==> config.mk <==
export PLATFORM = sky130hd
export DESIGN_NAME = urr_decode
export DESIGN_NICKNAME = d
export VERILOG_FILES = /design/src/sv/urr_pkg.sv /design/src/sv/urr_decode.sv
export SDC_FILE = /design/constraint.sdc
export NUM_CORES = 1
export LEC_CHECK = 0
export BUFFER_PORTS_ARGS = -buffer_cell sky130_fd_sc_hd__clkbuf_2
export CORE_AREA = 5 5 176 178
export DETAILED_ROUTE_END_ITERATION = 12
export DIE_AREA = 0 0 181 183
export PLACE_DENSITY_LB_ADDON = 0.12
export SLEW_MARGIN = 15
export SYNTH_ARGS = -nofsm -noshare
export SYNTH_HDL_FRONTEND = slang
export SYNTH_SLANG_ARGS = --single-unit
==> constraint.sdc <==
create_clock -name clock -period 6.19 [get_ports clock]
set_input_delay 0.619 -clock clock [delete_from_list [all_inputs] [get_ports clock]]
set_output_delay 0.619 -clock clock [all_outputs]
set_load 0.03 [all_outputs]
==> src/sv/urr_pkg.sv <==
// Package of types and constants shared by the range reducer files
package urr_pkg;
   localparam int MAX_WORD_BITS = 64;
   localparam int DEF_WORD_BITS = 64;
   localparam int VALUE_BITS    = 31;
   localparam int Q2_STEPS      = 31;

   typedef enum logic [1:0] {
      ST_OK        = 2'd0,
      ST_RETRY     = 2'd1,
      ST_NEG_LOWER = 2'd2,
      ST_ORDER     = 2'd3
   } status_type;

   typedef struct packed {
      status_type                 status;
      logic                       eq;
      logic                       reject;
      logic [VALUE_BITS-1:0]      lower;
      logic [31:0]                span;
      logic [MAX_WORD_BITS-1:0]   word;
      logic [MAX_WORD_BITS-1:0]   buckets;
      logic [MAX_WORD_BITS:0]     rem;
      logic [MAX_WORD_BITS-1:0]   quot;
   } item_type;
endpackage

==> src/sv/urr_decode.sv <==
// Bounds decode stage: classify the bounds and form the span
module urr_decode import urr_pkg::*; #(
   parameter int WORD_BITS = DEF_WORD_BITS
) (
   input  logic        clock,
   input  logic        reset,
   input  logic        adv,
   input  logic        in_valid,
   input  logic [31:0] lower_bound,
   input  logic [31:0] upper_bound,
   input  logic [63:0] random_word,
   output logic        out_valid,
   output item_type    out_item
);
   localparam logic [MAX_WORD_BITS-1:0] WMAX = {MAX_WORD_BITS{1'b1}} >> (MAX_WORD_BITS - WORD_BITS);

   logic        valid_ff;
   item_type    item_ff, item_in;
   logic        mirror, order;
   logic [31:0] hi_neg, hi_eff;
   logic [32:0] span_w;

   always_comb begin
      mirror = (lower_bound == 32'd0) && upper_bound[31];
      hi_neg = (upper_bound == 32'h8000_0000) ? 32'h7FFF_FFFF : (~upper_bound + 32'd1);
      hi_eff = mirror ? hi_neg : upper_bound;
      order  = $signed(lower_bound) > $signed(hi_eff);
      span_w = {1'b0, hi_eff} - {1'b0, lower_bound} + 33'd1;
      item_in         = '0;
      item_in.lower   = lower_bound[VALUE_BITS-1:0];
      item_in.span    = span_w[31:0];
      item_in.word    = random_word & WMAX;
      item_in.status  = ST_OK;
      if (lower_bound[31]) begin
         item_in.status = ST_NEG_LOWER;
      end else if (lower_bound == upper_bound) begin
         item_in.eq = 1'b1;
      end else if (order) begin
         item_in.status = ST_ORDER;
      end
   end

   always_ff @(posedge clock) begin
      if (reset) begin
         valid_ff <= 1'b0;
      end else if (adv) begin
         valid_ff <= in_valid;
      end
      if (adv) begin
         item_ff <= item_in;
      end
   end

   assign out_valid = valid_ff;
   assign out_item  = item_ff;
endmodule

# Word-level counts from Yosys, hierarchy flattened
# Index checks and enable logic that the tools add are counted.
[totals]
regBits = 131
in_bits = 132
out_inout_bits = 325
elab_cells = 22
[classes]
n_addsub = 3
order_cmp = 1
n_eq_ne = 2
n_mux = 5
bitwise_logic = 1
n_reduce_logical = 3
[op_table]
columns = ["cell", "n"]
rows = [
  ["$add 32x1->32 const B", 2],
  ["$mux 32", 2],
  ["$eq 32x32->1", 1],
  ["$eq 32x32->1 const B", 1],
  ["$gt 32x32->1", 1],
  ["$logic_not 32->1", 1],
  ["$not 32->32", 1],
  ["$sub 32x32->32", 1],
  ["$mux 2", 2],
  ["$reduce_or 2->1", 1],
  ["$logic_and 1x1->1", 1],
  ["$mux 1", 1],
]

# Logic depth before layout (Yosys ltp)
# Gate-level depths: netlist of run 1.
[depth]
ltp_word = 7
mapped_depth = 22
depth_no_buf = 20

# Worst setup path after synthesis of run 1
# No wires, ideal clock.
[synth_timing]
kind = "in2reg"
start = "input upper_bound[13]"
end = "register item_ff (netlist bit out_item[286]), data pin"
setup_ns = 0.258
arrival_time_ns = 4.486
t_required_ns = 5.932
slack_ns = 1.445
path_stages = 16
n_path_buf = 2
cell_sequence = "or4_4 nor4_4 nand3_2 or4_1 buf_6 buf_6 nand2_2 ha_1 ha_1 a21o_1 a221o_1 a21oi_1 o211ai_1 a311o_1 a31oi_1 xnor2_1"
[synth_rtl]
columns = ["item", "line", "text"]
rows = [
  ["from (decl)", "urr_decode.sv:10", "input logic [31:0] upper_bound,"],
  ["to (signal assigned)", "urr_decode.sv:50", "item_ff <= item_in;"],
  ["to (decl)", "urr_decode.sv:18", "item_type item_ff, item_in;"],
]

==> flow_summary_export.csv, run 1 <==
group,metric,value,unit
critical_path,worst_ep_arrival_time,5.13,ns
routing,drc,0,
cts,htree_levels,4,
cts,clockBufferDepth,2,
critical_path,crit_type,"in2reg",
timing,fin_setup_tns,0,ns
global_route,antenna_found_initial,1,
pwr,p_total,0.00304,W
flow_run,cap_violations,0,
pwr,pwr_density_cell,268,nW/um^2
logic_synthesis,muxShareOfSynthArea,0.00207,
placed_design,dpl.cell_count,1581,
timing,post-route-period-util,0.803,
logic_synthesis,synth_xor_xnor_area_share,0.0771,
critical_path,slowest_stage,"or4_4",
critical_path,crit_fanout,13,
logic_synthesis,yosysTopAreaCell,"edfxtp_1",
cells_and_area,seq_area,3920,um^2
pwr,switching_share,0.375,
cts,cts-root-buf,"clkbuf_16",
placed_design,numPortBuffers,262,
pwr,power_switching,0.00114,W
pwr,power_frac_seq,0.369,
placed_design,post-place-ws,0.818,ns
critical_path,max_stage_delay,0.59,ns
cells_and_area,nets,1437,
pwr,comb_power_share,0.295,
cells_and_area,fillerInstances,2963,
critical_path,critPathLaunchType,"input port",
logic_synthesis,synth_simple_gate_area_frac,0.114,
timing,fmax,201,MHz
routing,routed_wl,29700,um
cells_and_area,fin_cells,1614,
logic_synthesis,ys_seq_area_frac,0.406,
min_path,hold_class,"in2reg",
logic_synthesis,netlist_area,9660,um^2
global_route,grt_pass1_vias,7149,
cts,cts_tree,"done",
timing,grt_setup_unrepaired,"false",
timing,drv_slew,0,
timing,whs,0.366,ns
critical_path,worstSetupEndpointType,"flop",
timing,worstMarginPinSlew,0.846,ns
cells_and_area,final_cell_mix,"clkbuf_2, conb_1, edfxtp_1",
die,chipWidth,181,um
cts,post_cts_buffers,0,
logic_synthesis,synthDistinctLibCells,59,
die,initial_core_util,0.330,
critical_path,required,6.34,ns
pwr,leakagePower,5.45,nW
placed_design,dpl.hpwl,24400,um
logic_synthesis,synth_top_family_by_area,"buffers and inverters",
cts,cts_hold_buf,0,
routing,first_pass_iters,5,
routing,wire_per_inst,18.4,um
die,io_pins,457,
placed_design,place.gp.congestion,0.860,
die,core.rowCount,63,
logic_synthesis,ys.flop_type,"edfxtp_1",
logic_synthesis,synth_compound_area_frac,0.0928,
logic_synthesis,postSynthAreaPerCell,10.4,um^2
logic_synthesis,synthAdderAreaFrac,0.125,
cells_and_area,drive_above_1_share,0.280,
logic_synthesis,yosysWarnings,0,
cells_and_area,syn_to_final_growth,17.3,%
routing,vias,7167,
routing,via_per_inst,4.44,
timing,report.final.setup_viol,0,
cells_and_area,layout_commonest_cell,"clkbuf_2",
die,die_height,183,um
timing,fin_crit,4.97,ns
logic_synthesis,netlist_top_cells_area,"edfxtp_1, buf_4, ha_1",
timing,worst_slew_margin_rel,0.436,
routing,first_iter_violations,370,
timing,skew,0,ns
logic_synthesis,synth_top_area_frac,0.404,
logic_synthesis,syn_inst,929,
cts,cts.reportedPaths.clkPinSlew,0.07,ns
cts,clk_latency,0.41,ns
pwr,p_int,0.00190,W
status,status,"finished, final reports clean",
timing,postLayoutSetupSlackWorst,1.22,ns
routing,postRouteAntennaNets,0,
cts,cts_made_buffers,17,
cells_and_area,multi_input_area,4690,um^2
die,dieArea,33100,um^2
global_route,grt_pass1_wl,43300,um
global_route,grt_max_degree,68,
cts,clock_sinks,131,
global_route,grt.total_usage,0.170,
pwr,p_clk_frac,0.336,
global_route,overflow,0,
logic_synthesis,ys_seq_elements,131,
cts,cts_resized,0,
critical_path,crit_chain,"clkbuf_2 > or4_4 > nor4_4 > nand3_2 > or4_1 > buf_4 > nand2_2 > inv_2 > ha_1 > inv_1 > ha_1 > inv_1 > fa_1 > nor2b_1 > o211ai_1 > a21bo_2 > o211ai_1 > buf_4 > a311o_1 > a31oi_1 > xnor2_1",
logic_synthesis,synth_async_sr_flop_share,0,
logic_synthesis,synth_edf_count,130,
pwr,max-vdd-ir-drop,0.145,mV
timing,hold_viol_final,0,
die,core_area,29200,um^2
critical_path,r2r_slack,5.60,ns
-- kinds of logic after synthesis --
group                      count (synthesis)
AOI/OAI and AO/OA                        144
xor gates and xnor gates                  85
adders and majority gates                 95
buffers and inverters                    269
DFF                                      131
muxes                                      2
other                                      1
and+or+nand+nor                          202
-- sequential cells by signal, indices dropped and copies added (netlist names) --
name,cells
out_item,130
out_valid,1
-- stage by stage --
step | util | instance area, um^2
after floorplan | - | 10400
final | 0.387 | 11300
after CTS | 0.387 | 11300
after global placement | 0.368 | 10800
after detailed placement | 0.368 | 10800
after global routing | 0.387 | 11300
-- final cells by class --
type	instances	share of cell area
clock inverter	14	0.0127
tap	390	0.0431
antenna	1	0.000221
clock buffer	18	0.0379
inverter	64	0.0212
timing repair buffer	274	0.124
sequential	131	0.346
multi-input combinational	722	0.414
-- synth_stat cells, drive strengths merged, types with 2 or more instances --
cell    instances
or3             6
buf           198
fa              2
nand3          13
or4             2
a221o           2
xor2           58
o22ai           2
and2           13
xnor2          27
inv            64
o21a            4
nor4b           2
a211oi          3
clkbuf          7
nor3           18
a31oi           5
nor2           28
o21bai          4
o21ai          27
edfxtp        130
a21o           21
ha             93
nor2b           8
nor4           24
a31o            2
mux2i           2
and3            3
a21bo           2
o211ai          4
o31ai           6
nand4          16
a21oi          54
nand2          61
nand2b          4
-- worst paths after layout --
| check | startpoint | to | cells after the start |
|---|---|---|---|
| worst max-delay path | upper_bound[13] | out_item[286] | 21 |
| worst min-delay path | reset | out_valid | 2 |
| worst max register to register | out_valid | out_valid | 2 |
| worst min register to register | out_valid | out_valid | 2 |
-- routing by layer --
layer | track usage | vias to the layer above | share of wire
li1 | - | 3437 | -
met1 | 0.214 | 3361 | 0.41
met2 | 0.299 | 347 | 0.50
met3 | 0.0395 | 22 | 0.077
met4 | 0.0429 | 0 | 0.014
met5 | 0 | - | 0
-- power groups by stage --
| stage | Sequential, W | Clock (W) | Combinational [W] |
|---|---|---|---|
| floorplan | 0.00133 | 0 | 0.000516 |
| global placement | 0.00114 | 0 | 0.000901 |
| detailed placement | 0.00114 | 0 | 0.000898 |
| CTS | 0.00112 | 0.00106 | 0.000903 |
| global route | 0.00113 | 0.00110 | 0.000970 |
| finish | 0.00112 | 0.00102 | 0.000897 |
-- critical path, delay by kind of cell --
family          cells  cell delay [ns]
compound gates      5             0.87
xor+xnor            1             0.15
simple gates        6             1.91
fa+ha+maj           3             0.84
buf+inv             6             0.71
No activity file was read; power rests on OpenSTA's default activity.
==> inputs of run 2 (changes only) <==
Settings changed: ABC_AREA from default to 1, CORE_AREA 5 5 176 178 to 5 5 177 179, DIE_AREA 0 0 181 183 to 0 0 182 184.
Clock period 6.19 ns to 4.22 ns, I/O delays scaled along.
==> flow_summary_export.csv, run 2 <==
group,metric,value,unit
logic_synthesis,ys.flop_type,"edfxtp_1",
cells_and_area,final_cell_mix,"nand2_1, clkbuf_2, conb_1",
critical_path,max_stage_delay,0.44,ns
cells_and_area,fillerInstances,3003,
cells_and_area,nets,1885,
logic_synthesis,postSynthAreaPerCell,8.10,um^2
critical_path,slowest_stage,"fa_1",
die,initial_core_util,0.371,
timing,postLayoutSetupSlackWorst,0.516,ns
timing,drv_slew,0,
logic_synthesis,synth_top_area_frac,0.358,
cts,cts_hold_buf,0,
pwr,power_switching,0.00176,W
cts,cts-root-buf,"clkbuf_16",
routing,drc,0,
timing,post-route-period-util,0.878,
cells_and_area,antenna_cells,0,
critical_path,r2r_slack,3.63,ns
placed_design,numPortBuffers,262,
critical_path,worstSetupEndpoint,"out_item[280]",
flow_run,cap_violations,0,
timing,worst_slew_margin_rel,0.381,
status,status,"finished, final reports clean",
pwr,p_int,0.00299,W
die,chipWidth,182,um
cells_and_area,drive_above_1_share,0.253,
cts,cts_resized,0,
logic_synthesis,synth.most_common_cell,"nand2_1",
global_route,grt_pass1_vias,9093,
die,io_pins,457,
pwr,power_frac_seq,0.345,
logic_synthesis,syn_inst,1347,
cells_and_area,fin_cells,2061,
die,core_area,29400,um^2
logic_synthesis,yosysWarnings,0,
logic_synthesis,yosysTopAreaCell,"edfxtp_1",
timing,hold_viol_final,0,
cts,clockBufferDepth,2,
placed_design,place.gp.congestion,0.938,
min_path,hold_depth,2,
cts,cts_made_buffers,17,
cts,clk_latency,0.41,ns
critical_path,critPathLaunchType,"input port",
logic_synthesis,synth_compound_area_frac,0.0627,
critical_path,required,4.39,ns
global_route,grt.total_usage,0.195,
critical_path,crit_type,"in2reg",
cts,cts.reportedPaths.clkPinSlew,0.06,ns
timing,skew,0,ns
global_route,grt_max_degree,98,
cts,cts_tree,"done",
global_route,overflow,0,
critical_path,crit_fanout,6,
critical_path,worstReg2RegEnd,"out_valid",
timing,fin_crit,3.70,ns
routing,postRouteAntennaNets,0,
critical_path,worst_ep_arrival_time,3.87,ns
pwr,switching_share,0.371,
critical_path,crit_chain,"clkbuf_2 > inv_1 > ha_1 > nand2_4 > nor2_8 > nand3_1 > nor4_1 > nand3_1 > nand2_1 > ha_1 > ha_1 > inv_1 > fa_1 > o21ai_2 > nand2_1 > nand2_1 > nand3_1 > nand2_1 > nand2_1 > nand3_1 > nand2_1",
cells_and_area,layout_commonest_cell,"nand2_1",
logic_synthesis,ys_seq_area_frac,0.360,
pwr,max-vdd-ir-drop,0.228,mV
die,die_height,184,um
critical_path,crit_start,"upper_bound[0]",
cells_and_area,largest_reg_flops,130,
routing,via_per_inst,4.51,
cts,htree_levels,4,
timing,grt_setup_unrepaired,"false",
placed_design,dpl.hpwl,29100,um
placed_design,dpl.cell_count,2029,
cts,post_cts_buffers,0,
routing,vias,9295,
critical_path,r2r_cells,2,
min_path,hold_class,"in2reg",
logic_synthesis,netlist_area,10900,um^2
cells_and_area,syn_to_final_growth,18.0,%
timing,report.final.setup_viol,0,
timing,worstMarginPinSlew,0.929,ns
placed_design,post-place-ws,0.146,ns
global_route,antenna_found_initial,0,
logic_synthesis,synthAdderAreaFrac,0.110,
logic_synthesis,muxShareOfSynthArea,0.000918,
logic_synthesis,synth_xor_xnor_area_share,0.0273,
pwr,leakagePower,6.73,nW
pwr,comb_power_share,0.307,
logic_synthesis,synth_async_sr_flop_share,0,
critical_path,crit_top_cell,"nand2_1",
routing,routed_wl,34100,um
logic_synthesis,synth_common_cells,"nand2_1, buf_4, nor2_1",
logic_synthesis,synthDistinctLibCells,41,
cts,clock_sinks,131,
logic_synthesis,synth_top_family_by_area,"simple AND/OR/NAND/NOR gates",
routing,first_pass_iters,5,
timing,fin_setup_tns,0,ns
logic_synthesis,netlist_top_cells_area,"edfxtp_1, buf_4, nand2_1",
logic_synthesis,synth_simple_gate_area_frac,0.246,
timing,fmax,270,MHz
die,dieArea,33500,um^2
critical_path,rr_startpoint,"out_valid",
die,core.rowCount,63,
global_route,grt_pass1_wl,50800,um
routing,wire_per_inst,16.5,um
pwr,pwr_density_cell,369,nW/um^2
logic_synthesis,synth_edf_count,130,
routing,first_iter_violations,582,
pwr,p_clk_frac,0.348,
critical_path,worstSetupEndpointType,"flop",
logic_synthesis,ys_seq_elements,131,
-- run 2: per-stage QoR --
| step | cell area (um^2) | hold slack, ns | utilization | total power (W) |
|---|---|---|---|---|
| after global routing | 12900 | 0.151 | 0.438 | 0.00501 |
| after global placement | 12200 | 0.480 | 0.416 | 0.00313 |
| after CTS | 12900 | 0.152 | 0.438 | 0.00481 |
| after detailed placement | 12200 | 0.491 | 0.416 | 0.00313 |
| after floorplan | 11600 | 0.494 | - | 0.00278 |
| final | 12900 | 0.168 | 0.438 | 0.00475 |
-- run 2: cells by family (layout without fill, tap and decap cells) --
| logic type | Yosys count | count (layout) |
|---|---|---|
| other | 1 | 194 |
| multiplexers | 1 | 1 |
| AO/OA/AOI/OAI | 115 | 115 |
| AND/OR/NAND/NOR | 614 | 614 |
| XOR/XNOR | 34 | 34 |
| buffers and inverters | 356 | 487 |
| adder cells (fa/ha/maj) | 95 | 95 |
| flip-flops | 131 | 131 |
-- run 2: power groups by stage --
| stage | registers, W | clock network [W] | logic, W |
|---|---|---|---|
| 5_1_grt | 0.00165 | 0.00177 | 0.00159 |
| 6_report | 0.00164 | 0.00165 | 0.00146 |
| 3_5_place_dp | 0.00167 | 0 | 0.00146 |
| 3_3_place_gp | 0.00167 | 0 | 0.00146 |
| 4_1_cts | 0.00164 | 0.00170 | 0.00146 |
| 2_1_floorplan | 0.00195 | 0 | 0.000838 |
-- run 2: layer usage --
metal | track usage | up-vias | wire length, um | share of wire
met3 | 0.0374 | 45 | 2650 | 0.078
met5 | 0 | - | 0 | 0
li1 | - | 4626 | - | -
met2 | 0.330 | 426 | 16200 | 0.48
met4 | 0.0681 | 0 | 950 | 0.028
met1 | 0.250 | 4198 | 14300 | 0.42
-- run 2: worst min path at each step --
| stage | from | end | slack [ns] |
|---|---|---|---|
| floorplan | reset | out_valid | 0.49 |
| global placement | out_valid | out_valid | 0.48 |
| detailed placement | out_valid | out_valid | 0.49 |
| CTS | random_word[11] | out_item[204] | 0.15 |
| global route | random_word[2] | out_item[195] | 0.15 |
| finish | reset | out_valid | 0.17 |
-- run 2: layout make-up --
cell class	count	area, um^2	share of cell area
clock buffer	17	425	0.0331
clock inverter	15	218	0.0169
tap	390	488	0.0379
sequential	131	3920	0.305
timing repair buffer	300	1620	0.126
multi-input combinational	1053	5610	0.436
inverter	155	584	0.0454
-- run 2: critical path, delay by kind of cell --
kind	cells	cell delay, ns
AOI/OAI and AO/OA	1	0.22
adders and majority gates	4	1.17
buffers and inverters	3	0.33
and+or+nand+nor	13	1.72
==> inputs of run 3 (changes only) <==
Settings changed: PLACE_DENSITY_LB_ADDON 0.12 to 0.2.
==> flow_summary_export.csv, run 3 (synthesis results as in run 2) <==
group,metric,value,unit
global_route,antenna_found_initial,0,
die,io_pins,457,
global_route,grt_max_degree,117,
die,initial_core_util,0.371,
cells_and_area,antenna_cells,0,
timing,worst_slew_margin_rel,0.285,
cts,clockBufferDepth,2,
cells_and_area,drive_above_1_share,0.247,
placed_design,dpl.hpwl,29700,um
cts,clk_latency,0.42,ns
routing,vias,9194,
critical_path,worstSetupEndpointType,"flop",
timing,skew,0,ns
cts,cts_tree,"done",
cells_and_area,layout_commonest_cell,"nand2_1",
die,core.rowCount,63,
timing,fmax,263,MHz
die,chipWidth,182,um
routing,postRouteAntennaNets,0,
cts,cts.reportedPaths.clkPinSlew,0.06,ns
critical_path,crit_type,"in2reg",
timing,hold_viol_final,0,
die,dieArea,33500,um^2
cts,cts-root-buf,"clkbuf_16",
cells_and_area,syn_to_final_growth,16.6,%
placed_design,numPortBuffers,262,
cts,post_cts_buffers,0,
timing,whs,0.169,ns
cts,cts_hold_buf,0,
status,status,"finished, final reports clean",
routing,drc,0,
timing,drv_slew,0,
pwr,max-vdd-ir-drop,0.220,mV
placed_design,placed_cell_area,12100,um^2
timing,report.final.setup_viol,0,
die,die_height,184,um
cells_and_area,final_cell_mix,"nand2_1, clkbuf_2, conb_1",
pwr,switching_share,0.378,
cells_and_area,nets,1875,
min_path,hold_class,"in2reg",
cts,htree_levels,4,
pwr,p_total,0.00455,W
routing,via_per_inst,4.48,
timing,worstMarginPinSlew,1.07,ns
critical_path,required,4.38,ns
timing,fin_crit,3.80,ns
routing,first_pass_iters,5,
placed_design,dpl.cell_count,2019,
pwr,comb_power_share,0.319,
placed_design,place.gp.congestion,0.956,
global_route,grt_pass1_wl,51100,um
pwr,p_int,0.00283,W
die,core_area,29400,um^2
global_route,grt.total_usage,0.198,
global_route,grt_pass1_vias,9060,
pwr,p_clk_frac,0.320,
routing,first_iter_violations,475,
pwr,leakagePower,6.64,nW
critical_path,critPathLaunchType,"input port",
pwr,power_switching,0.00172,W
cells_and_area,largest_reg_flops,130,
cts,cts_resized,0,
flow_run,cap_violations,0,
pwr,pwr_density_cell,358,nW/um^2
cells_and_area,fin_area,12700,um^2
cts,clock_sinks,131,
timing,grt_setup_unrepaired,"false",
cts,cts_made_buffers,17,
routing,routed_wl,34900,um
global_route,overflow,0,
routing,wire_per_inst,17.0,um
critical_path,worst_ep_arrival_time,3.96,ns
timing,post-route-period-util,0.900,
critical_path,crit_fanout,18,
pwr,power_frac_seq,0.361,
cells_and_area,fin_cells,2050,
-- run 3: through the flow --
stage / util / setup slack (ns) / TNS (ns)
after CTS: 0.432 / 0.416 / 0
after detailed placement: 0.413 / -0.0225 / -0.0435
after global routing: 0.432 / 0.172 / 0
after floorplan: - / 0.642 / 0
after global placement: 0.413 / 0.108 / 0
final: 0.432 / 0.421 / 0
-- run 3: final timing paths --
kind                  start            end  slack [ns]  depth (start not counted)
max          lower_bound[1]  out_item[278]        0.42                         18
min          random_word[7]  out_item[200]        0.17                          1
max reg2reg       out_valid      out_valid        3.61                          2
min reg2reg       out_valid      out_valid        0.53                          2
-- run 3: power by group through the flow --
stage | clock network [W] | logic [W] | registers (W)
floorplan | 0 | 0.000838 | 0.00195
global placement | 0 | 0.00145 | 0.00167
detailed placement | 0 | 0.00145 | 0.00167
CTS | 0.00151 | 0.00145 | 0.00164
global route | 0.00156 | 0.00158 | 0.00165
finish | 0.00146 | 0.00145 | 0.00164
-- run 3: critical path, cell delays in order --
cell	delay, ns
clkbuf_2	0.14
nor4_1	0.49
nand3_1	0.25
nor2_2	0.18
nand2_4	0.17
o21ai_2	0.27
ha_1	0.29
inv_1	0.06
ha_1	0.20
inv_1	0.09
fa_1	0.44
o21ai_2	0.22
a21oi_1	0.16
o21ai_0	0.19
buf_4	0.16
nand2_1	0.06
nand3_1	0.07
nand2_1	0.08
-- run 3: cell type report --
type                            count  area (um^2)
Tap cell                          390          488
Clock inverter                     14          136
Sequential cell                   131         3920
Multi-Input combinational cell   1053         5610
Fill cell                        3004        16700
Timing Repair Buffer              290         1540
Inverter                          155          584
Clock buffer                       17          425
-- run 3: layer usage --
layer  wire length, um  track usage
met5                 0            0
met3              2460       0.0441
met4               587       0.0501
met2             17400        0.358
met1             14500        0.240
