--- config.mk ---
export PLATFORM = sky130hd
export DESIGN_NAME = urr_div_step
export DESIGN_NICKNAME = d
export VERILOG_FILES = /design/src/sv/urr_pkg.sv /design/src/sv/urr_div_step.sv
export SDC_FILE = /design/constraint.sdc
export NUM_CORES = 1
export LEC_CHECK = 0
export BUFFER_PORTS_ARGS = -buffer_cell sky130_fd_sc_hd__buf_2
export CORE_AREA = 4 4 281 283
export CTS_CLUSTER_SIZE = 28
export DETAILED_ROUTE_END_ITERATION = 7
export DIE_AREA = 0 0 285 287
export PLACE_DENSITY = 0.44
export SYNTH_ARGS = -nofsm -noshare
export SYNTH_HDL_FRONTEND = slang
export SYNTH_SLANG_ARGS = --single-unit
--- constraint.sdc ---
create_clock -name clock -period 4.8 [get_ports clock]
set_clock_uncertainty 0.2 [all_clocks]
set_input_delay 0.48 -clock clock [delete_from_list [all_inputs] [get_ports clock]]
set_output_delay 0.48 -clock clock [all_outputs]
set_load 0.005 [all_outputs]
--- src/sv/urr_pkg.sv ---
// Package of types and constants shared by the range reducer files
package urr_pkg;
   localparam int MAX_WORD_BITS = 64;
   localparam int DEF_WORD_BITS = 64;
   localparam int VALUE_BITS    = 31;
   localparam int Q2_STEPS      = 31;

   typedef enum logic [1:0] {
      ST_OK        = 2'd0,
      ST_RETRY     = 2'd1,
      ST_NEG_LOWER = 2'd2,
      ST_ORDER     = 2'd3
   } status_type;

   typedef struct packed {
      status_type                 status;
      logic                       eq;
      logic                       reject;
      logic [VALUE_BITS-1:0]      lower;
      logic [31:0]                span;
      logic [MAX_WORD_BITS-1:0]   word;
      logic [MAX_WORD_BITS-1:0]   buckets;
      logic [MAX_WORD_BITS:0]     rem;
      logic [MAX_WORD_BITS-1:0]   quot;
   } item_type;
endpackage

--- src/sv/urr_div_step.sv ---
// One registered restoring-division step
module urr_div_step import urr_pkg::*; (
   input  logic                     clock,
   input  logic                     reset,
   input  logic                     adv,
   input  logic                     in_valid,
   input  item_type                 in_item,
   input  logic [MAX_WORD_BITS-1:0] divisor,
   input  logic                     bit_in,
   output logic                     out_valid,
   output item_type                 out_item
);
   logic                   valid_ff;
   item_type               item_ff, item_in;
   logic [MAX_WORD_BITS:0] trial, diff;
   logic                   take;

   always_comb begin
      trial = {in_item.rem[MAX_WORD_BITS-1:0], bit_in};
      diff  = trial - {1'b0, divisor};
      take  = trial >= {1'b0, divisor};
      item_in      = in_item;
      item_in.rem  = take ? diff : trial;
      item_in.quot = {in_item.quot[MAX_WORD_BITS-2:0], take};
   end

   always_ff @(posedge clock) begin
      if (reset) begin
         valid_ff <= 1'b0;
      end else if (adv) begin
         valid_ff <= in_valid;
      end
      if (adv) begin
         item_ff <= item_in;
      end
   end

   assign out_valid = valid_ff;
   assign out_item  = item_ff;
endmodule

Yosys cells after proc, flatten, opt, wreduce, memory -nomap -nowiden
Cells that the tools add are included.
{"block": "totals", "ff_bits": 325, "latch_bits": 0, "ramBits": 0, "mem_bits_ro": 0, "inputBits": 393, "out_inout_bits": 325, "wordCells": 13, "memories": 0}
{"block": "classes", "addsub": 1, "n_mul": 0, "n_div": 0, "n_lt_le_gt_ge": 1, "n_eq_ne": 0, "n_shift": 0, "n_mux": 1, "bitwise_logic": 0, "reduce_logical": 0}
{"op": "$ge A65 B64 Y1", "count": 1}
{"op": "$mux W65", "count": 1}
{"op": "$sub A65 B64 Y65", "count": 1}

Depth between registers and ports, before layout
Gate-level depths: netlist of the first run.
{"block": "depth", "word_depth": 2, "mapped_depth": 17, "ltp_nobuf": 13}

Least setup slack after synthesis of the first run
No wires, ideal clock.
{"block": "synth_path", "path_type": "input-to-reg", "startpoint": "in divisor[50]", "endpoint": "reg item_ff, in the netlist out_item[105], data pin", "setup_ns": 0.260, "arrival_time_ns": 2.829, "t_required_ns": 4.340, "setup_slack_ns": 1.510, "stages": 13, "n_path_buf": 3, "path_cell_list": "inv_1 ha_1 buf_2 nand4_1 or3_1 o21a_1 or3_1 o21a_1 and3b_1 buf_6 inv_6 buf_12 mux2_4"}
{"item": "start, declared", "line": "urr_div_step.sv:8", "text": "input logic [MAX_WORD_BITS-1:0] divisor,"}
{"item": "end signal, assigned", "line": "urr_div_step.sv:34", "text": "item_ff <= item_in;"}
{"item": "end, declared", "line": "urr_div_step.sv:14", "text": "item_type item_ff, item_in;"}

==> results of run 1 <==
==> worst max-delay path: cells and delay by family <==
| family | cells | cell delay (ns) |
|---|---|---|
| buffers and inverters | 7 | 1.32 |
| adders and majority gates | 1 | 0.37 |
| and+or+nand+nor | 3 | 0.49 |
| AOI/OAI and AO/OA | 7 | 1.34 |
==> metrics by stage <==
step | hold WS (ns) | area [sq um] | utilization (%) | setup slack, ns
after detailed placement | 0.318 | 20000 | 26.0 | 0.719
after global routing | 0.0265 | 24100 | 31.5 | 0.661
after CTS | 0.00493 | 24100 | 31.5 | 0.844
after global placement | 0.277 | 20000 | 26.0 | 0.695
final | 0.0533 | 24200 | 31.5 | 0.840
after floorplan | 0.285 | 14900 | - | 1.51
==> synthesized netlist by cell type (all sizes together), types with 7 or more instances <==
| cell | instances |
|---|---|
| nor3 | 10 |
| nand2 | 60 |
| clkbuf | 18 |
| nand4 | 26 |
| xor2 | 25 |
| edfxtp | 324 |
| a21o | 33 |
| a31oi | 9 |
| buf | 29 |
| nand3 | 13 |
| xnor2 | 29 |
| or3 | 7 |
| nor2 | 104 |
| a21oi | 142 |
| o21ai | 41 |
| nor4 | 7 |
| o21a | 12 |
| inv | 75 |
| o21bai | 12 |
| ha | 64 |
| nand2b | 10 |
==> layout make-up <==
cell class | instances | area [sq um]
clock buffer | 46 | 1110
tap | 1040 | 1300
antenna | 15 | 37.5
multi-input combinational | 695 | 4600
inverter | 75 | 287
clock inverter | 34 | 400
timing repair buffer | 1022 | 6680
sequential | 325 | 9750
fill | 7891 | 52500
==> flip-flops by register name (all words and copies together), names as in the netlist <==
signal / flops
out_item: 324
out_valid: 1
==> timing repair <==
item / 4_1_cts / 5_1_grt
hold endpoints to repair: 263 / 0
hold buffers: 264 / 0
resized for setup: 0 / 0
==> report_power, final <==
part           switching, uW  internal [uW]  leakage [uW]  total (uW)
logic                    960            772       0.00648        1730
registers               75.2           3450       0.00318        3520
clock network           1360           2110      0.000729        3470
total                   2390           6330        0.0104        8720
==> placed cells by master (no fill, tap or decap), types with 8 or more instances in the layout <==
cell,instances
sky130_fd_sc_hd__nand4_1,26
sky130_fd_sc_hd__inv_1,74
sky130_fd_sc_hd__a21oi_2,9
sky130_fd_sc_hd__buf_2,714
sky130_fd_sc_hd__buf_4,33
sky130_fd_sc_hd__buf_12,10
sky130_fd_sc_hd__edfxtp_1,324
sky130_fd_sc_hd__diode_2,15
sky130_fd_sc_hd__bufinv_16,8
sky130_fd_sc_hd__nor3_1,9
sky130_fd_sc_hd__a21o_1,33
sky130_fd_sc_hd__nand3_1,12
sky130_fd_sc_hd__o21a_1,12
sky130_fd_sc_hd__o21ai_0,33
sky130_fd_sc_hd__o21bai_1,11
sky130_fd_sc_hd__xor2_1,25
sky130_fd_sc_hd__clkbuf_16,44
sky130_fd_sc_hd__xnor2_1,29
sky130_fd_sc_hd__nand2b_1,9
sky130_fd_sc_hd__nand2_1,60
sky130_fd_sc_hd__clkinv_2,9
sky130_fd_sc_hd__a21oi_1,132
sky130_fd_sc_hd__nor2_1,97
sky130_fd_sc_hd__dlygate4sd3_1,264
sky130_fd_sc_hd__ha_1,64
==> final timing paths <==
path              slack (ns)                 endpoint
setup / recovery        0.84   out_item[95]$_DFFE_PP_
hold / removal          0.05  out_item[115]$_DFFE_PP_
setup reg to reg        3.41   out_valid$_SDFFE_PP0P_
hold reg to reg         0.88   out_valid$_SDFFE_PP0P_
==> routing by layer <==
metal  up-vias  wire, um
met4        28      4010
met5         -       178
met3       138      8090
li1       6319         -
met2       589     38000
met1      6684     31500
==> kinds of logic after synthesis <==
kind of cell	Yosys count	share of synthesized area, %
multiplexers	10	0.872
AND/OR/NAND/NOR	273	8.93
buffers and inverters	122	3.82
XOR/XNOR	54	3.17
flip-flops	325	65.4
adder cells (fa/ha/maj)	65	5.50
AO/OA/AOI/OAI	293	12.3
==> qor.json, run 1 <==
{
  "hold_path": {
    "hp-start": "in_item[114]",
    "hold_path_stages": 3,
    "worst_hold_path_type": "input port to flop"
  },
  "global_routing": {
    "globalRouteMet1Util_pct": 21.4,
    "grtUsageMet2_pct": 31.0,
    "vias_in_the_first_global_route": 14400,
    "groute.usage.overall_pct": 18.9,
    "wire_length_of_the_first_global_routing_pass_um": 110000,
    "global_route.peak_usage_layer": "met2",
    "initial_antenna_violation_count": 47,
    "global_route.overflow_total": 0,
    "grt_start_max_net_pins": 102,
    "grt.met3_usage_pct": 8.23
  },
  "cts": {
    "clock_tree.buffer_depth": 3,
    "cts-buffers-inserted": 44,
    "clkTransAtPathRegs_ns": 0.05,
    "clk_latency_ns": 0.55,
    "number_of_sinks_handled_by_clock_tree_synthesis": 325,
    "postCtsSetupBuffers": 0,
    "clock_tree.htree_level_count": 2,
    "clock_tree.root_cell": "sky130_fd_sc_hd__clkbuf_16",
    "tritoncts": "built"
  },
  "synthesis": {
    "synthArstFlopShare_pct": 0,
    "netlist.top_cell.by_area": "sky130_fd_sc_hd__edfxtp_1",
    "syn_area_sq_um": 14900,
    "most_common_flop_cell_mapped_by_yosys": "sky130_fd_sc_hd__edfxtp_1",
    "yosys.area.top_type_share_pct": 65.2,
    "unique_masters_post_synth": 73,
    "mappedNetlistNets": 1600,
    "synth.area.top_cells": "sky130_fd_sc_hd__edfxtp_1 65%, sky130_fd_sc_hd__ha_1 5.4%, sky130_fd_sc_hd__a21oi_1 4.4%",
    "yosysSeqAreaShare_pct": 65.4,
    "total_of_flip_flops_plus_latches_after_synthesis": 325,
    "synthCells": 1142,
    "synth-edff-count": 324,
    "avg_inst_size_synth_sq_um": 13.1,
    "ys_warn_count": 0
  },
  "timing": {
    "timing.final.crit_share_pct": 82.5,
    "finalSetupTns_ns": 0,
    "rsz0062_at_grt": "false",
    "max_freq_mhz": 253,
    "worst_pin_slew_ns": 0.860,
    "slew_violations": 0,
    "min_period_ns": 3.96,
    "finalSetupViolations": 0,
    "timing.final.hold_violations": 0,
    "max-slew-margin-rel_pct": 42.7
  },
  "critical_path": {
    "crit_path_cell_trace": "dlygate4sd3_1, buf_2, ha_1, a21o_1, a31oi_2, a211oi_2, o2111ai_1, buf_4, nand3_2, a21oi_4, o21a_1, and3b_1, inv_6, buf_12, buf_12, buf_12, nor2_1, a21oi_1",
    "setup.worst_path.end_class": "flop",
    "timing.critical_path.arrival_ns": 4.06,
    "timing.critical_path.mode_cell": "sky130_fd_sc_hd__buf_12",
    "critical_path.startpoint_type": "input port",
    "critical_path_required_ns": 4.90,
    "worstSetupPathType": "input port to flop",
    "worst_path_largest_cell_delay_ns": 0.53,
    "worstPathMaxFanout": 19,
    "timing.critical_path.from": "in_item[67]",
    "regToRegStartpoint": "out_valid$_SDFFE_PP0P_",
    "worst_path_max_delay_cell": "sky130_fd_sc_hd__dlygate4sd3_1",
    "reg2reg_depth": 3
  },
  "final_layout": {
    "area_growth_syn_to_layout_pct": 62.0,
    "number_of_non_filler_instances_in_the_completed_layout": 3252,
    "drive_above_1_share_pct": 39.3,
    "num-nets-final": 2621
  },
  "routing": {
    "detail_route.wirelength_um": 81800,
    "detailedRoute.firstIterationViolations": 789,
    "dr_total_vias": 13800,
    "drcViolationCount": 0,
    "routedWlPerCell_um": 25.2,
    "drt.antenna.violating_nets": 0,
    "firstDrtPassIters": 5,
    "avgViaCountPerCell": 4.23
  },
  "placed_design": {
    "hpwlAfterDp_um": 66700,
    "port_buffers": 715,
    "numPlacedInstances": 2893,
    "gpl.final_weighted_congestion": 0.934
  },
  "die": {
    "die_height_um": 287,
    "die-area_sq_um": 81800,
    "pin_count": 718,
    "placeableCoreArea_sq_um": 76700,
    "placementRows": 102,
    "initial_util_pct": 19.4,
    "die-width_um": 285
  },
  "pwr": {
    "vdd.ir_drop.worst_mv": 0.216,
    "report.power.total_uw": 8720,
    "static-leakage-power_uw": 0.0104,
    "p_per_area_nw_per_um2": 361
  },
  "outcome": {
    "outcome": "finished clean"
  },
  "flow_run": {
    "max_cap_violations": 0
  }
}
Power figures use the tool's default switching activity.
==> run 2: changes to the inputs <==
Clock period 4.8 ns to 3.72 ns, I/O delays scaled along.
==> qor.json, run 2 (synthesis results as in run 1) <==
{
  "outcome": {
    "outcome": "finished clean"
  },
  "cts": {
    "cts-buffers-inserted": 43,
    "clock_tree.root_cell": "sky130_fd_sc_hd__clkbuf_16",
    "clock_tree.htree_level_count": 2,
    "number_of_sinks_handled_by_clock_tree_synthesis": 325,
    "tritoncts": "built",
    "clock_tree.buffer_depth": 3,
    "clk_latency_ns": 0.57,
    "clkTransAtPathRegs_ns": 0.06
  },
  "pwr": {
    "report.power.total_uw": 11200,
    "p_per_area_nw_per_um2": 439,
    "static-leakage-power_uw": 0.0111,
    "vdd.ir_drop.worst_mv": 0.265
  },
  "die": {
    "initial_util_pct": 19.4,
    "die-width_um": 285,
    "placeableCoreArea_sq_um": 76700,
    "placementRows": 102,
    "die-area_sq_um": 81800,
    "pin_count": 718,
    "die_height_um": 287
  },
  "hold_path": {
    "worst_hold_path_type": "input port to flop",
    "hp-start": "in_item[103]"
  },
  "final_layout": {
    "largest_register_ffs": 324,
    "mostFrequentLayoutCell": "sky130_fd_sc_hd__buf_2",
    "most-common-layout-cells": "713 x sky130_fd_sc_hd__buf_2, 324 x sky130_fd_sc_hd__edfxtp_1, 308 x sky130_fd_sc_hd__dlygate4sd3_1",
    "multi_input_comb_area_sq_um": 4660,
    "drive_above_1_share_pct": 42.0,
    "area_growth_syn_to_layout_pct": 71.1,
    "post_route_cell_area_sq_um": 25500,
    "nFillCells": 7905,
    "final_core_utilization_pct": 33.3,
    "final-seq-area_sq_um": 9750,
    "num-nets-final": 2794
  },
  "routing": {
    "detail_route.wirelength_um": 82900,
    "drcViolationCount": 0,
    "routedWlPerCell_um": 24.2,
    "detailedRoute.firstIterationViolations": 783,
    "avgViaCountPerCell": 4.22,
    "drt.antenna.violating_nets": 0,
    "firstDrtPassIters": 5,
    "dr_total_vias": 14400
  },
  "timing": {
    "timing.final.crit_share_pct": 96.9,
    "rsz0062_at_grt": "true",
    "min_period_ns": 3.60,
    "max-slew-margin-rel_pct": 39.8,
    "timing.final.hold_violations": 0,
    "slew_violations": 0,
    "worst_pin_slew_ns": 0.903,
    "finalSetupViolations": 0,
    "max_freq_mhz": 277
  },
  "critical_path": {
    "regToRegStartpoint": "out_valid$_SDFFE_PP0P_",
    "setup.worst_path.end_class": "flop",
    "worstPathMaxFanout": 3,
    "critical_path.startpoint_type": "input port",
    "critical_path_required_ns": 3.83,
    "worstSetupPathType": "input port to flop",
    "timing.critical_path.arrival_ns": 3.71,
    "timing.critical_path.from": "in_item[96]"
  },
  "placed_design": {
    "detailed_place.area_sq_um": 20900,
    "gpl.final_weighted_congestion": 0.950,
    "port_buffers": 715,
    "hpwlAfterDp_um": 68000
  },
  "global_routing": {
    "grt_start_max_net_pins": 101,
    "vias_in_the_first_global_route": 15300,
    "groute.usage.overall_pct": 19.2,
    "wire_length_of_the_first_global_routing_pass_um": 113000,
    "initial_antenna_violation_count": 49,
    "global_route.overflow_total": 0
  },
  "flow_run": {
    "max_cap_violations": 0
  }
}
run 2: what timing repair did:
| action | CTS | global route |
|---|---|---|
| hold buffers | 308 | 0 |
| endpoints found under the hold margin | 307 | 0 |
| setup buffers | 0 | 1 |
| resized for setup | 0 | 19 |
| endpoints found under the setup margin | 0 | 62 |
run 2: routing by layer:
| metal | GRT usage (%) | vias to the layer above | part of all wire, % | wire length (um) |
|---|---|---|---|---|
| met3 | 8.12 | 122 | 9.7 | 8060 |
| met1 | 21.6 | 7054 | 38 | 31600 |
| li1 | - | 6670 | - | - |
| met2 | 33.7 | 562 | 49 | 40800 |
| met4 | 4.44 | 38 | 2.6 | 2170 |
| met5 | 0 | - | 0.33 | 275 |
run 2: path summary, 6_finish.rpt:
| path | end | slack, ns | cells after the start |
|---|---|---|---|
| worst max-delay path | out_item[126]$_DFFE_PP_ | 0.12 | 15 |
| worst min-delay path | out_item[104]$_DFFE_PP_ | 0.02 | 3 |
| worst max register to register | out_valid$_SDFFE_PP0P_ | 2.31 | 3 |
| worst min register to register | out_valid$_SDFFE_PP0P_ | 0.90 | 3 |
run 2: cell type report:
cell class | count | share of cell area [%]
clock buffers | 49 | 4.30
repair buffers | 1196 | 31.6
well taps | 1040 | 5.10
clock inverters | 29 | 1.22
inverters | 75 | 1.13
flip-flops and latches | 325 | 38.2
diodes | 17 | 0.167
multi-input cells | 695 | 18.3
run 2: where the power goes:
part / internal [uW] / switching, uW / leakage, uW / total, uW
sequential: 4450 / 111 / 0.00318 / 4560
clock: 2480 / 1720 / 0.000683 / 4200
combinational: 1170 / 1280 / 0.00728 / 2440
run 2: worst max-delay path, stage by stage:
cell and delay, ns:
sky130_fd_sc_hd__dlygate4sd3_1 0.56, sky130_fd_sc_hd__buf_2 0.14, sky130_fd_sc_hd__ha_1 0.33, sky130_fd_sc_hd__nand4_1 0.16
sky130_fd_sc_hd__or3_4 0.43, sky130_fd_sc_hd__nand2b_4 0.15, sky130_fd_sc_hd__or4_1 0.53, sky130_fd_sc_hd__a21oi_2 0.13
sky130_fd_sc_hd__nor3_2 0.06, sky130_fd_sc_hd__buf_4 0.15, sky130_fd_sc_hd__buf_12 0.12, sky130_fd_sc_hd__nor2_4 0.12
sky130_fd_sc_hd__mux2i_1 0.19, sky130_fd_sc_hd__a21oi_1 0.09, sky130_fd_sc_hd__a21o_1 0.16
run 2: per-stage QoR:
step           hold slack (ns)  setup TNS, ns  worst slack, ns  instances
3_5_place_dp             0.288          -1.92           -0.242       3023
5_1_grt                 0.0194       -0.00802         -0.00547       3416
3_3_place_gp             0.273          -1.98           -0.253       3023
6_report                0.0200              0            0.116       3426
4_1_cts                 0.0117              0          0.00727       3409
2_1_floorplan            0.244              0            0.538       1142
==> run 3: changes to the inputs <==
Settings changed: CTS_BUF_LIST from default to sky130_fd_sc_hd__clkbuf_16.
==> qor.json, run 3 (synthesis results as in run 1) <==
{
  "outcome": {
    "outcome": "finished clean"
  },
  "placed_design": {
    "hpwlAfterDp_um": 68000,
    "port_buffers": 715,
    "numPlacedInstances": 3023,
    "gpl.final_weighted_congestion": 0.950
  },
  "die": {
    "pin_count": 718,
    "die-area_sq_um": 81800,
    "placementRows": 102,
    "die-width_um": 285,
    "die_height_um": 287,
    "initial_util_pct": 19.4,
    "placeableCoreArea_sq_um": 76700
  },
  "timing": {
    "rsz0062_at_grt": "true",
    "timing.final.hold_violations": 0,
    "finalSetupViolations": 0,
    "max_freq_mhz": 278,
    "max-slew-margin-rel_pct": 39.9,
    "timing.final.crit_share_pct": 96.6,
    "slew_violations": 0,
    "worst_pin_slew_ns": 0.902,
    "min_period_ns": 3.59,
    "fin_hold_ws_ns": 0.0187
  },
  "critical_path": {
    "worst-path-buf-inv": 4,
    "crit_path_cell_trace": "dlygate4sd3_1, buf_2, ha_1, nand4_1, or3_4, nand2b_4, or4_1, a21oi_2, nor3_2, buf_4, buf_12, nor2_4, mux2i_1, a21oi_1, a21o_1",
    "critical_path.startpoint_type": "input port",
    "critical_path_required_ns": 3.83,
    "worstPathMaxFanout": 3,
    "timing.critical_path.arrival_ns": 3.70,
    "worst_path_max_delay_cell": "sky130_fd_sc_hd__dlygate4sd3_1",
    "critical-path-top-delay-family": "simple AND/OR/NAND/NOR gates",
    "setup.worst_path.end_class": "flop",
    "worstSetupPathType": "input port to flop",
    "worst_path_largest_cell_delay_ns": 0.56
  },
  "global_routing": {
    "wire_length_of_the_first_global_routing_pass_um": 113000,
    "groute.usage.overall_pct": 19.2,
    "initial_antenna_violation_count": 49,
    "vias_in_the_first_global_route": 15300,
    "grt_start_max_net_pins": 101,
    "global_route.overflow_total": 0
  },
  "pwr": {
    "report.power.total_uw": 11200,
    "static-leakage-power_uw": 0.0112,
    "netSwitchingPower_uw": 3110,
    "power.share.clock_pct": 37.4,
    "vdd.ir_drop.worst_mv": 0.266,
    "comb_power_share_pct": 21.8,
    "seqPwrFrac_pct": 40.8,
    "power.switching_fraction_pct": 27.8,
    "power_report.internal_total_uw": 8080,
    "p_per_area_nw_per_um2": 438
  },
  "routing": {
    "detail_route.wirelength_um": 82900,
    "drt.antenna.violating_nets": 0,
    "detailedRoute.firstIterationViolations": 775,
    "avgViaCountPerCell": 4.22,
    "routedWlPerCell_um": 24.2,
    "dr_total_vias": 14500,
    "firstDrtPassIters": 5,
    "drcViolationCount": 0
  },
  "cts": {
    "cts-buffers-inserted": 43,
    "number_of_sinks_handled_by_clock_tree_synthesis": 325,
    "tritoncts": "built",
    "clk_latency_ns": 0.57,
    "clock_tree.root_cell": "sky130_fd_sc_hd__clkbuf_16",
    "clock_tree.htree_level_count": 2,
    "clock_tree.buffer_depth": 3,
    "clkTransAtPathRegs_ns": 0.06
  },
  "final_layout": {
    "most-common-layout-cells": "713 x sky130_fd_sc_hd__buf_2, 324 x sky130_fd_sc_hd__edfxtp_1, 308 x sky130_fd_sc_hd__dlygate4sd3_1",
    "drive_above_1_share_pct": 42.0,
    "area_growth_syn_to_layout_pct": 71.1,
    "nFillCells": 7905,
    "mostFrequentLayoutCell": "sky130_fd_sc_hd__buf_2",
    "num-nets-final": 2794,
    "final_core_utilization_pct": 33.3,
    "number_of_non_filler_instances_in_the_completed_layout": 3426,
    "largest_register_ffs": 324
  },
  "hold_path": {
    "worst_hold_path_type": "input port to flop"
  },
  "flow_run": {
    "max_cap_violations": 0
  }
}
## run 3: timing repair
action	4_1_cts	5_1_grt
setup endpoints to repair	0	62
hold buffers	308	0
gates resized for setup	0	19
setup buffers	0	1
endpoints found under the hold margin	307	0
## run 3: worst reg2reg max path: cells and delay by family, from the launching register on
kind          cells  cell delay, ns
simple gates      1            0.06
flops             1            0.31
mux               1            0.17
buf+inv           1            0.55
## run 3: through the flow
step	TNS (ns)	worst slack [ns]	instance area, sq um
2_1_floorplan	0	0.538	14900
3_3_place_gp	-1.98	-0.253	20900
3_5_place_dp	-1.92	-0.242	20900
4_1_cts	0	0.00727	25400
5_1_grt	-0.00802	-0.00547	25500
6_report	0	0.125	25500
## run 3: path summary, 6_finish.rpt
check / from / to / slack, ns / cells after the start
min reg2reg: out_valid$_SDFFE_PP0P_ / out_valid$_SDFFE_PP0P_ / 0.90 / 3
max: in_item[96] / out_item[126]$_DFFE_PP_ / 0.13 / 15
max reg2reg: out_valid$_SDFFE_PP0P_ / out_valid$_SDFFE_PP0P_ / 2.31 / 3
min: in_item[103] / out_item[104]$_DFFE_PP_ / 0.02 / 3
## run 3: layer usage
layer  global-route usage [%]  routed length (um)
met1                     21.6               31300
met3                     8.12                8320
met5                        0                 275
met4                     4.44                2180
met2                     33.7               40800
## run 3: layout make-up
type	instances	area, sq um	area share [%]
flip-flops and latches	325	9750	38.2
repair buffers	1196	8070	31.6
multi-input cells	695	4660	18.3
well taps	1040	1300	5.10
clock buffers	43	1080	4.22
clock inverters	35	333	1.30
inverters	75	289	1.13
diodes	17	42.5	0.167
## run 3: power by group through the flow
stage	logic [uW]	registers, uW	clock network [uW]
3_5_place_dp	2160	4630	0
6_report	2440	4560	4180
2_1_floorplan	787	4660	0
4_1_cts	2470	4560	4330
5_1_grt	2650	4590	4490
3_3_place_gp	2150	4630	0
